--- src/hw/rtl/e2c_pkg.sv ---
// Shared types, constants and month-length function for the epoch-to-calendar converter.
package e2c_pkg;

  localparam int unsigned EPOCH_YEAR    = 1970;
  localparam int unsigned EPOCH_WEEKDAY = 4;
  localparam int unsigned SECS_PER_MIN  = 60;
  localparam int unsigned MINS_PER_HOUR = 60;
  localparam int unsigned HOURS_PER_DAY = 24;
  localparam int unsigned DAYS_PER_WEEK = 7;
  localparam int unsigned DAYS_PER_YEAR = 365;
  localparam int unsigned LEAP_OFS_100  = 69;
  localparam int unsigned LEAP_OFS_400  = 369;
  localparam int unsigned CENTURY       = 100;
  localparam int unsigned QUAD_CENTURY  = 400;
  // only non-leap multiple of four inside the 32-bit epoch range
  localparam int unsigned SKIP_YEAR     = 2100;
  localparam logic [7:0]  SKIP_IDX      = 8'(SKIP_YEAR - EPOCH_YEAR);

  localparam int unsigned DVD_W  = 32;
  localparam int unsigned DVS_W  = 9;
  localparam int unsigned REM_W  = DVS_W + 1;
  localparam int unsigned PROD_W = 2 * DVD_W;

  // floor(2^32 / d): the quotient estimate from one multiply is low by at most one
  localparam logic [PROD_W-1:0] RCP_ONE = PROD_W'(1) << DVD_W;
  localparam logic [DVD_W-1:0] RCP_SECS_PER_MIN  = DVD_W'(RCP_ONE / PROD_W'(SECS_PER_MIN));
  localparam logic [DVD_W-1:0] RCP_MINS_PER_HOUR = DVD_W'(RCP_ONE / PROD_W'(MINS_PER_HOUR));
  localparam logic [DVD_W-1:0] RCP_HOURS_PER_DAY = DVD_W'(RCP_ONE / PROD_W'(HOURS_PER_DAY));
  localparam logic [DVD_W-1:0] RCP_DAYS_PER_WEEK = DVD_W'(RCP_ONE / PROD_W'(DAYS_PER_WEEK));
  localparam logic [DVD_W-1:0] RCP_DAYS_PER_YEAR = DVD_W'(RCP_ONE / PROD_W'(DAYS_PER_YEAR));
  localparam logic [DVD_W-1:0] RCP_CENTURY       = DVD_W'(RCP_ONE / PROD_W'(CENTURY));
  localparam logic [DVD_W-1:0] RCP_QUAD_CENTURY  = DVD_W'(RCP_ONE / PROD_W'(QUAD_CENTURY));

  // request to the shared divider
  typedef struct packed {
    logic             start;
    logic [DVD_W-1:0] dividend;
    logic [DVS_W-1:0] divisor;
    logic [DVD_W-1:0] recip;
  } div_req_t;

  typedef struct packed {
    logic             done;
    logic [DVD_W-1:0] quot;
    logic [DVS_W-1:0] rem;
  } div_rsp_t;

  function automatic logic [4:0] month_len(input logic [3:0] mon, input logic leap);
    logic [4:0] len;
    if (mon == 4'd2) begin
      len = leap ? 5'd29 : 5'd28;
    end else if (mon < 4'd8) begin
      len = mon[0] ? 5'd31 : 5'd30;
    end else begin
      len = mon[0] ? 5'd30 : 5'd31;
    end
    return len;
  endfunction

endpackage

--- src/hw/rtl/e2c_div.sv ---
// Shared divide-by-constant unit: reciprocal multiply, remainder, one correction step.
module e2c_div (
  input  logic              clk,
  input  logic              rst_n,
  input  e2c_pkg::div_req_t req,
  output e2c_pkg::div_rsp_t rsp
);

  typedef enum logic [1:0] {
    PH_IDLE, PH_MUL, PH_REM, PH_FIX
  } phase_t;

  phase_t                       phase_r;
  logic                         done_r;
  logic [e2c_pkg::DVD_W-1:0]    dvd_r;
  logic [e2c_pkg::DVS_W-1:0]    dvs_r;
  logic [e2c_pkg::DVD_W-1:0]    rcp_r;
  logic [e2c_pkg::DVD_W-1:0]    est_r;
  logic [e2c_pkg::REM_W-1:0]    part_r;
  logic [e2c_pkg::DVD_W-1:0]    quo_r;
  logic [e2c_pkg::DVS_W-1:0]    rem_r;

  logic [e2c_pkg::PROD_W-1:0]   prod;
  logic [e2c_pkg::DVD_W-1:0]    est;
  logic [e2c_pkg::REM_W-1:0]    part_nxt;
  logic                         fix;

  always_comb begin
    prod     = e2c_pkg::PROD_W'(dvd_r) * e2c_pkg::PROD_W'(rcp_r);
    est      = prod[e2c_pkg::PROD_W-1:e2c_pkg::DVD_W];
    // true remainder of the estimate is below twice the divisor, so low bits suffice
    part_nxt = dvd_r[e2c_pkg::REM_W-1:0]
             - (est_r[e2c_pkg::REM_W-1:0] * e2c_pkg::REM_W'(dvs_r));
    fix      = part_r >= e2c_pkg::REM_W'(dvs_r);
  end

  always_ff @(posedge clk) begin
    if (!rst_n) begin
      phase_r <= PH_IDLE;
      done_r  <= 1'b0;
    end else begin
      done_r <= 1'b0;
      unique case (phase_r)
        PH_IDLE: begin
          if (req.start) begin
            dvd_r   <= req.dividend;
            dvs_r   <= req.divisor;
            rcp_r   <= req.recip;
            phase_r <= PH_MUL;
          end
        end
        PH_MUL: begin
          est_r   <= est;
          phase_r <= PH_REM;
        end
        PH_REM: begin
          part_r  <= part_nxt;
          phase_r <= PH_FIX;
        end
        PH_FIX: begin
          quo_r   <= est_r + e2c_pkg::DVD_W'(fix);
          rem_r   <= fix ? e2c_pkg::DVS_W'(part_r - e2c_pkg::REM_W'(dvs_r))
                         : part_r[e2c_pkg::DVS_W-1:0];
          done_r  <= 1'b1;
          phase_r <= PH_IDLE;
        end
      endcase
    end
  end

  assign rsp.done = done_r;
  assign rsp.quot = quo_r;
  assign rsp.rem  = rem_r;

endmodule

--- src/hw/rtl/epoch_seconds_to_calendar.sv ---
// Top level: epoch seconds to second, minute, hour, weekday, year, month and day.
//
// A conversion is requested by raising start while busy is low. The block then
// runs ten divisions by constants on one shared unit (reciprocal multiply,
// remainder, correction): /60, /60 and /24 for the time of day, /7 for the
// weekday, /365 for the year estimate and /100, /400 for its leap days, then
// /365, /100 and /400 again for the settled year. The day of year is then
// formed, the month is found by stepping through up to 11 month lengths, and the
// result is registered out. out_valid rises and busy drops in the same cycle, so
// the next request can be taken as the result appears; no new conversion is
// accepted while one runs. The result is there for exactly one cycle with
// out_valid high and must be taken then; the receiver cannot stall it.
module epoch_seconds_to_calendar (
  input  logic        clk,
  input  logic        rst_n,
  input  logic        start,
  output logic        busy,
  input  logic [31:0] in_epoch_seconds,
  output logic        out_valid,
  output logic [5:0]  out_second,
  output logic [5:0]  out_minute,
  output logic [4:0]  out_hour,
  output logic [2:0]  out_weekday,
  output logic [8:0]  out_year_day,
  output logic [11:0] out_year,
  output logic [3:0]  out_month,
  output logic [4:0]  out_month_day
);

  typedef enum logic [3:0] {
    ST_IDLE, ST_SEC, ST_MIN, ST_HOUR, ST_WDAY, ST_Y1, ST_L1A, ST_L1B,
    ST_Y2, ST_L2A, ST_L2B, ST_YDAY, ST_MON
  } state_t;

  state_t              state_r;
  e2c_pkg::div_req_t   req;
  e2c_pkg::div_rsp_t   rsp;

  logic [5:0]  sec_r;
  logic [5:0]  min_r;
  logic [4:0]  hour_r;
  logic [2:0]  wday_r;
  logic [15:0] days_r;
  logic [7:0]  yi_r;
  logic [1:0]  q100_r;
  logic [5:0]  leaps_r;
  logic [8:0]  yday_r;
  logic [8:0]  mrem_r;
  logic [3:0]  mon_r;
  logic [4:0]  len_r;
  logic        out_valid_r;

  logic [8:0]  yi_inc;
  logic [5:0]  leaps_c;
  logic [16:0] yr_days;
  logic [15:0] yday_full;
  logic        leap;
  logic        step;

  e2c_div u_div (
    .clk   (clk),
    .rst_n (rst_n),
    .req   (req),
    .rsp   (rsp)
  );

  always_comb begin
    yi_inc    = {1'b0, yi_r} + 9'd1;
    // leap days before year index: (n+1)/4 - (n+69)/100 + (n+369)/400
    leaps_c   = 6'(yi_inc[8:2]) - {4'b0, q100_r} + {5'b0, rsp.quot[0]};
    yr_days   = 17'(yi_r) * 17'(e2c_pkg::DAYS_PER_YEAR);
    yday_full = days_r - yr_days[15:0] - {10'b0, leaps_r};
    leap      = (yi_r[1:0] == 2'd2) && (yi_r != e2c_pkg::SKIP_IDX);
    step      = (mrem_r >= {4'b0, len_r}) && (mon_r < 4'd12);
  end

  // next division is issued in the cycle the previous one completes
  always_comb begin
    req.start    = 1'b0;
    req.dividend = '0;
    req.divisor  = '0;
    req.recip    = '0;
    unique case (state_r)
      ST_IDLE: begin
        req.start    = start;
        req.dividend = in_epoch_seconds;
        req.divisor  = 9'(e2c_pkg::SECS_PER_MIN);
        req.recip    = e2c_pkg::RCP_SECS_PER_MIN;
      end
      ST_SEC: begin
        req.start    = rsp.done;
        req.dividend = rsp.quot;
        req.divisor  = 9'(e2c_pkg::MINS_PER_HOUR);
        req.recip    = e2c_pkg::RCP_MINS_PER_HOUR;
      end
      ST_MIN: begin
        req.start    = rsp.done;
        req.dividend = rsp.quot;
        req.divisor  = 9'(e2c_pkg::HOURS_PER_DAY);
        req.recip    = e2c_pkg::RCP_HOURS_PER_DAY;
      end
      ST_HOUR: begin
        req.start    = rsp.done;
        req.dividend = 32'(rsp.quot[15:0]) + 32'(e2c_pkg::EPOCH_WEEKDAY);
        req.divisor  = 9'(e2c_pkg::DAYS_PER_WEEK);
        req.recip    = e2c_pkg::RCP_DAYS_PER_WEEK;
      end
      ST_WDAY: begin
        req.start    = rsp.done;
        req.dividend = 32'(days_r);
        req.divisor  = 9'(e2c_pkg::DAYS_PER_YEAR);
        req.recip    = e2c_pkg::RCP_DAYS_PER_YEAR;
      end
      ST_Y1, ST_Y2: begin
        req.start    = rsp.done;
        req.dividend = 32'(rsp.quot[7:0]) + 32'(e2c_pkg::LEAP_OFS_100);
        req.divisor  = 9'(e2c_pkg::CENTURY);
        req.recip    = e2c_pkg::RCP_CENTURY;
      end
      ST_L1A, ST_L2A: begin
        req.start    = rsp.done;
        req.dividend = 32'(yi_r) + 32'(e2c_pkg::LEAP_OFS_400);
        req.divisor  = 9'(e2c_pkg::QUAD_CENTURY);
        req.recip    = e2c_pkg::RCP_QUAD_CENTURY;
      end
      ST_L1B: begin
        req.start    = rsp.done;
        req.dividend = 32'(days_r - {10'b0, leaps_c});
        req.divisor  = 9'(e2c_pkg::DAYS_PER_YEAR);
        req.recip    = e2c_pkg::RCP_DAYS_PER_YEAR;
      end
      ST_L2B, ST_YDAY, ST_MON: begin
        req.start    = 1'b0;
      end
      default: begin
        req.start    = 1'b0;
      end
    endcase
  end

  always_ff @(posedge clk) begin
    if (!rst_n) begin
      state_r     <= ST_IDLE;
      out_valid_r <= 1'b0;
    end else begin
      out_valid_r <= 1'b0;
      unique case (state_r)
        ST_IDLE: begin
          if (start) state_r <= ST_SEC;
        end
        ST_SEC: begin
          if (rsp.done) begin
            sec_r   <= rsp.rem[5:0];
            state_r <= ST_MIN;
          end
        end
        ST_MIN: begin
          if (rsp.done) begin
            min_r   <= rsp.rem[5:0];
            state_r <= ST_HOUR;
          end
        end
        ST_HOUR: begin
          if (rsp.done) begin
            hour_r  <= rsp.rem[4:0];
            days_r  <= rsp.quot[15:0];
            state_r <= ST_WDAY;
          end
        end
        ST_WDAY: begin
          if (rsp.done) begin
            wday_r  <= rsp.rem[2:0];
            state_r <= ST_Y1;
          end
        end
        ST_Y1: begin
          if (rsp.done) begin
            yi_r    <= rsp.quot[7:0];
            state_r <= ST_L1A;
          end
        end
        ST_L1A: begin
          if (rsp.done) begin
            q100_r  <= rsp.quot[1:0];
            state_r <= ST_L1B;
          end
        end
        ST_L1B: begin
          if (rsp.done) state_r <= ST_Y2;
        end
        ST_Y2: begin
          if (rsp.done) begin
            yi_r    <= rsp.quot[7:0];
            state_r <= ST_L2A;
          end
        end
        ST_L2A: begin
          if (rsp.done) begin
            q100_r  <= rsp.quot[1:0];
            state_r <= ST_L2B;
          end
        end
        ST_L2B: begin
          if (rsp.done) begin
            leaps_r <= leaps_c;
            state_r <= ST_YDAY;
          end
        end
        ST_YDAY: begin
          yday_r  <= yday_full[8:0];
          mrem_r  <= yday_full[8:0];
          mon_r   <= 4'd1;
          len_r   <= 5'd31;
          state_r <= ST_MON;
        end
        ST_MON: begin
          if (step) begin
            mrem_r <= mrem_r - {4'b0, len_r};
            mon_r  <= mon_r + 4'd1;
            len_r  <= e2c_pkg::month_len(mon_r + 4'd1, leap);
          end else begin
            out_second    <= sec_r;
            out_minute    <= min_r;
            out_hour      <= hour_r;
            out_weekday   <= wday_r;
            out_year_day  <= yday_r;
            out_year      <= 12'(yi_r) + 12'(e2c_pkg::EPOCH_YEAR);
            out_month     <= mon_r;
            out_month_day <= 5'(mrem_r + 9'd1);
            out_valid_r   <= 1'b1;
            state_r       <= ST_IDLE;
          end
        end
        default: begin
          state_r <= ST_IDLE;
        end
      endcase
    end
  end

  assign busy      = (state_r != ST_IDLE);
  assign out_valid = out_valid_r;

endmodule

--- config.mk ---
export PLATFORM = sky130hd
export DESIGN_NAME = epoch_seconds_to_calendar
export DESIGN_NICKNAME = d
export VERILOG_FILES = /design/src/hw/rtl/e2c_pkg.sv /design/src/hw/rtl/e2c_div.sv /design/src/hw/rtl/epoch_seconds_to_calendar.sv
export SDC_FILE = /design/constraint.sdc
export NUM_CORES = 2
export LEC_CHECK = 0
export ABC_AREA = 0
export BUFFER_PORTS_ARGS = -buffer_cell sky130_fd_sc_hd__buf_2
export CORE_MARGIN = 1
export CORE_UTILIZATION = 60
export CTS_CLUSTER_SIZE = 14
export DETAILED_ROUTE_END_ITERATION = 7
export GPL_ROUTABILITY_DRIVEN = 0
export PLACE_DENSITY = 0.77
export SLEW_MARGIN = 20
export SYNTH_ARGS = -nofsm -noshare
export SYNTH_HDL_FRONTEND = slang
export SYNTH_HIERARCHICAL = 1
export SYNTH_SLANG_ARGS = --single-unit
export TNS_END_PERCENT = 20
--- constraint.sdc ---
create_clock -name clk -period 12.05 [get_ports clk]
set_input_delay 1.205 -clock clk [delete_from_list [all_inputs] [get_ports clk]]
set_output_delay 1.205 -clock clk [all_outputs]
set_load 0.005 [all_outputs]
==> summary.md <==
| Metric | Value |
|---|---|
| Status | complete, no violations |
| Vias | 34000 |
| Residual DRC | 0 |
| Clock Skew | 0.0342 ns |
| Clock root buffer | clkbuf_16 |
| # rows | 103 |
| Hold Crit Class | flop to flop |
| Detailed Route Iter0 Violations | 2578 |
| Die X-Extent | 286 µm |
| Max Cap Violations | 0 |
| Crit path kind | flop to flop |
| Worst Setup End Kind | flop |
| Die ar. | 81600 µm² |
| Setup TNS Final | 0 ns |
| Layout cells sized above 1 | 5.21% |
| Fin crit period | 8.53 ns |
| Die H | 286 µm |
| Largest net degree at the start of global routing | 74 |
| Wirelength per Cell | 20.8 µm |
| Clock-pin slew on the worst setup and hold paths | 0.08 ns |
| GRT overflow | 0 |
| RSZ-0062 raised after global routing | no |
| Synth warnings | 6 |
| Remaining antenna violation count | 0 |
| Num Clock Sinks | 287 |
| # H-tree levels | 1 |
| Fmax | 117 MHz |
| Crit path from | u_div/rcp_r[9] |
| HPWL Detailed | 91900 µm |
| Setup crit start kind | flop |
| Clock Latency Late Sink | 0.57 ns |
| First-pass GRT wire length | 200000 µm |
| Hold buffer count at CTS | 0 |
| Setup bufs post-CTS | 0 |
| Worst EP arrival | 8.84 ns |
| Post-synthesis average cell area | 9.92 µm² |
| Worst relative slew slack | 25.4% |
| Starting Density | 60.9% |
| FF-to-FF Start | u_div/rcp_r[9] |
| Fin. max-slew vios | 0 |
| Hold Path Origin | hour_r[3] |
| CTS tree | built |
| TritonCTS buffer count | 29 |
| Routed wire length | 122000 µm |
| Vias in the first global route | 37200 |
| All-Layer GR Usage | 31.4% |
| Synthesized instance count | 4867 |
| Crit Path Max Fanout | 19 |
| Area taken by multi-input logic gates | 35100 µm² |
| Final setup viols | 0 |
| Port bufs | 86 |
| Final period utilization | 70.8% |
| Core area | 79300 µm² |
| Worst-margin pin slew | 1.12 ns |
| Area Overhead vs Synth | 4.92% |
| Hold Violations, Final | 0 |
| Pre-antenna DRT Iters | 6 |
| Mapped cell area | 48300 µm² |
| Vias per cell | 5.77 |
| Post-CTS sizing | 0 |
| Final nets | 6151 |
| Register area | 8540 µm² |
| CTS max path bufs | 3 |
| Initial antenna violation count | 7 |
| Fillcell total | 6313 |
| Required @ worst endpoint | 12.36 ns |
| IO Count | 87 |
==> stage by stage <==
step / util (%) / area (µm²) / worst slack [ns] / hold slack [ns] / instances
2_1_floorplan: - / 48300 / 4.87 / 0.400 / 4870
5_1_grt: 63.9 / 50600 / 3.23 / 0.416 / 5888
3_5_place_dp: 62.6 / 49700 / 3.56 / 0.405 / 5833
6_report: 63.9 / 50600 / 3.52 / 0.419 / 5888
4_1_cts: 63.9 / 50600 / 3.57 / 0.419 / 5887
3_3_place_gp: 62.6 / 49700 / 3.80 / 0.401 / 5833
==> layout by cell type (no fill, tap or decap), drive strengths merged, types with 5 or more instances in the layout <==
cell,n
a22oi,20
clkbuf,35
edfxtp,279
a211oi,12
nor4,13
and2,619
nor3,18
nor2b,21
xnor2,106
dfxtp,8
buf,161
nand3,43
a21o,43
nor2,94
mux2,7
o211ai,11
o21bai,12
o21a,9
o221ai,5
a21boi,5
mux2i,11
clkinv,7
or2,6
nand4,21
bufinv,5
o22ai,7
nand2,595
a21oi,100
ha,353
and3,24
fa,949
or3,7
inv,993
a31oi,12
nand2b,22
o21ai,79
xor2,54
clkinvlp,5
==> routing by layer <==
layer	global-route usage, %	vias up	wire, µm
met2	53.7	1449	60700
met3	4.40	362	9750
li1	-	14700	-
met5	0	-	12
met4	12.6	2	5640
met1	40.5	17500	46200
==> final cells by class <==
type	count	area share [%]
clock inverter	19	0.479
timing repair buffer	161	1.96
tap	1050	2.59
antenna	1	0.00494
inverter	991	7.34
sequential	287	16.9
clock buffer	35	1.48
multi-input combinational	3344	69.3
==> critical path, cell delays in order, from the launching register on <==
cell and delay (ns):
edfxtp_1 0.91, buf_4 0.36, and2_1 0.19, fa_1 0.45, fa_1 0.55, inv_1 0.06, fa_1 0.50, fa_1 0.54
inv_1 0.06, fa_1 0.55, fa_1 0.42, fa_1 0.50, fa_1 0.41, ha_1 0.42, nand3_2 0.17, or4_4 0.57
nand4b_1 0.20, o211a_1 0.29, o2111ai_2 0.46, a31oi_1 0.21, o21bai_2 0.21, a21oi_1 0.10, xnor2_1 0.13
==> state kept, by name, summed over array words and instances, names as in the netlist, 8 cells and up <==
register and flops:
u_div/rcp_r 32, u_div/part_r 10, u_div/est_r 32, days_r 16
yi_r 8, u_div/dvd_r 32, yday_r 9, u_div/quo_r 32
mrem_r 9, u_div/dvs_r 9, out_year_day 9, out_year 12
==> worst paths after layout <==
check,slack [ns],depth (start not counted),to
worst max register to register,3.52,22,u_div/est_r[31]
worst min register to register,0.42,0,out_hour[3]
worst max-delay path,3.52,22,u_div/est_r[31]
worst min-delay path,0.42,0,out_hour[3]
Power is left out: the tool's default activity adds up to more than one toggle a clock period on the data nets, which glitch-free logic cannot reach.
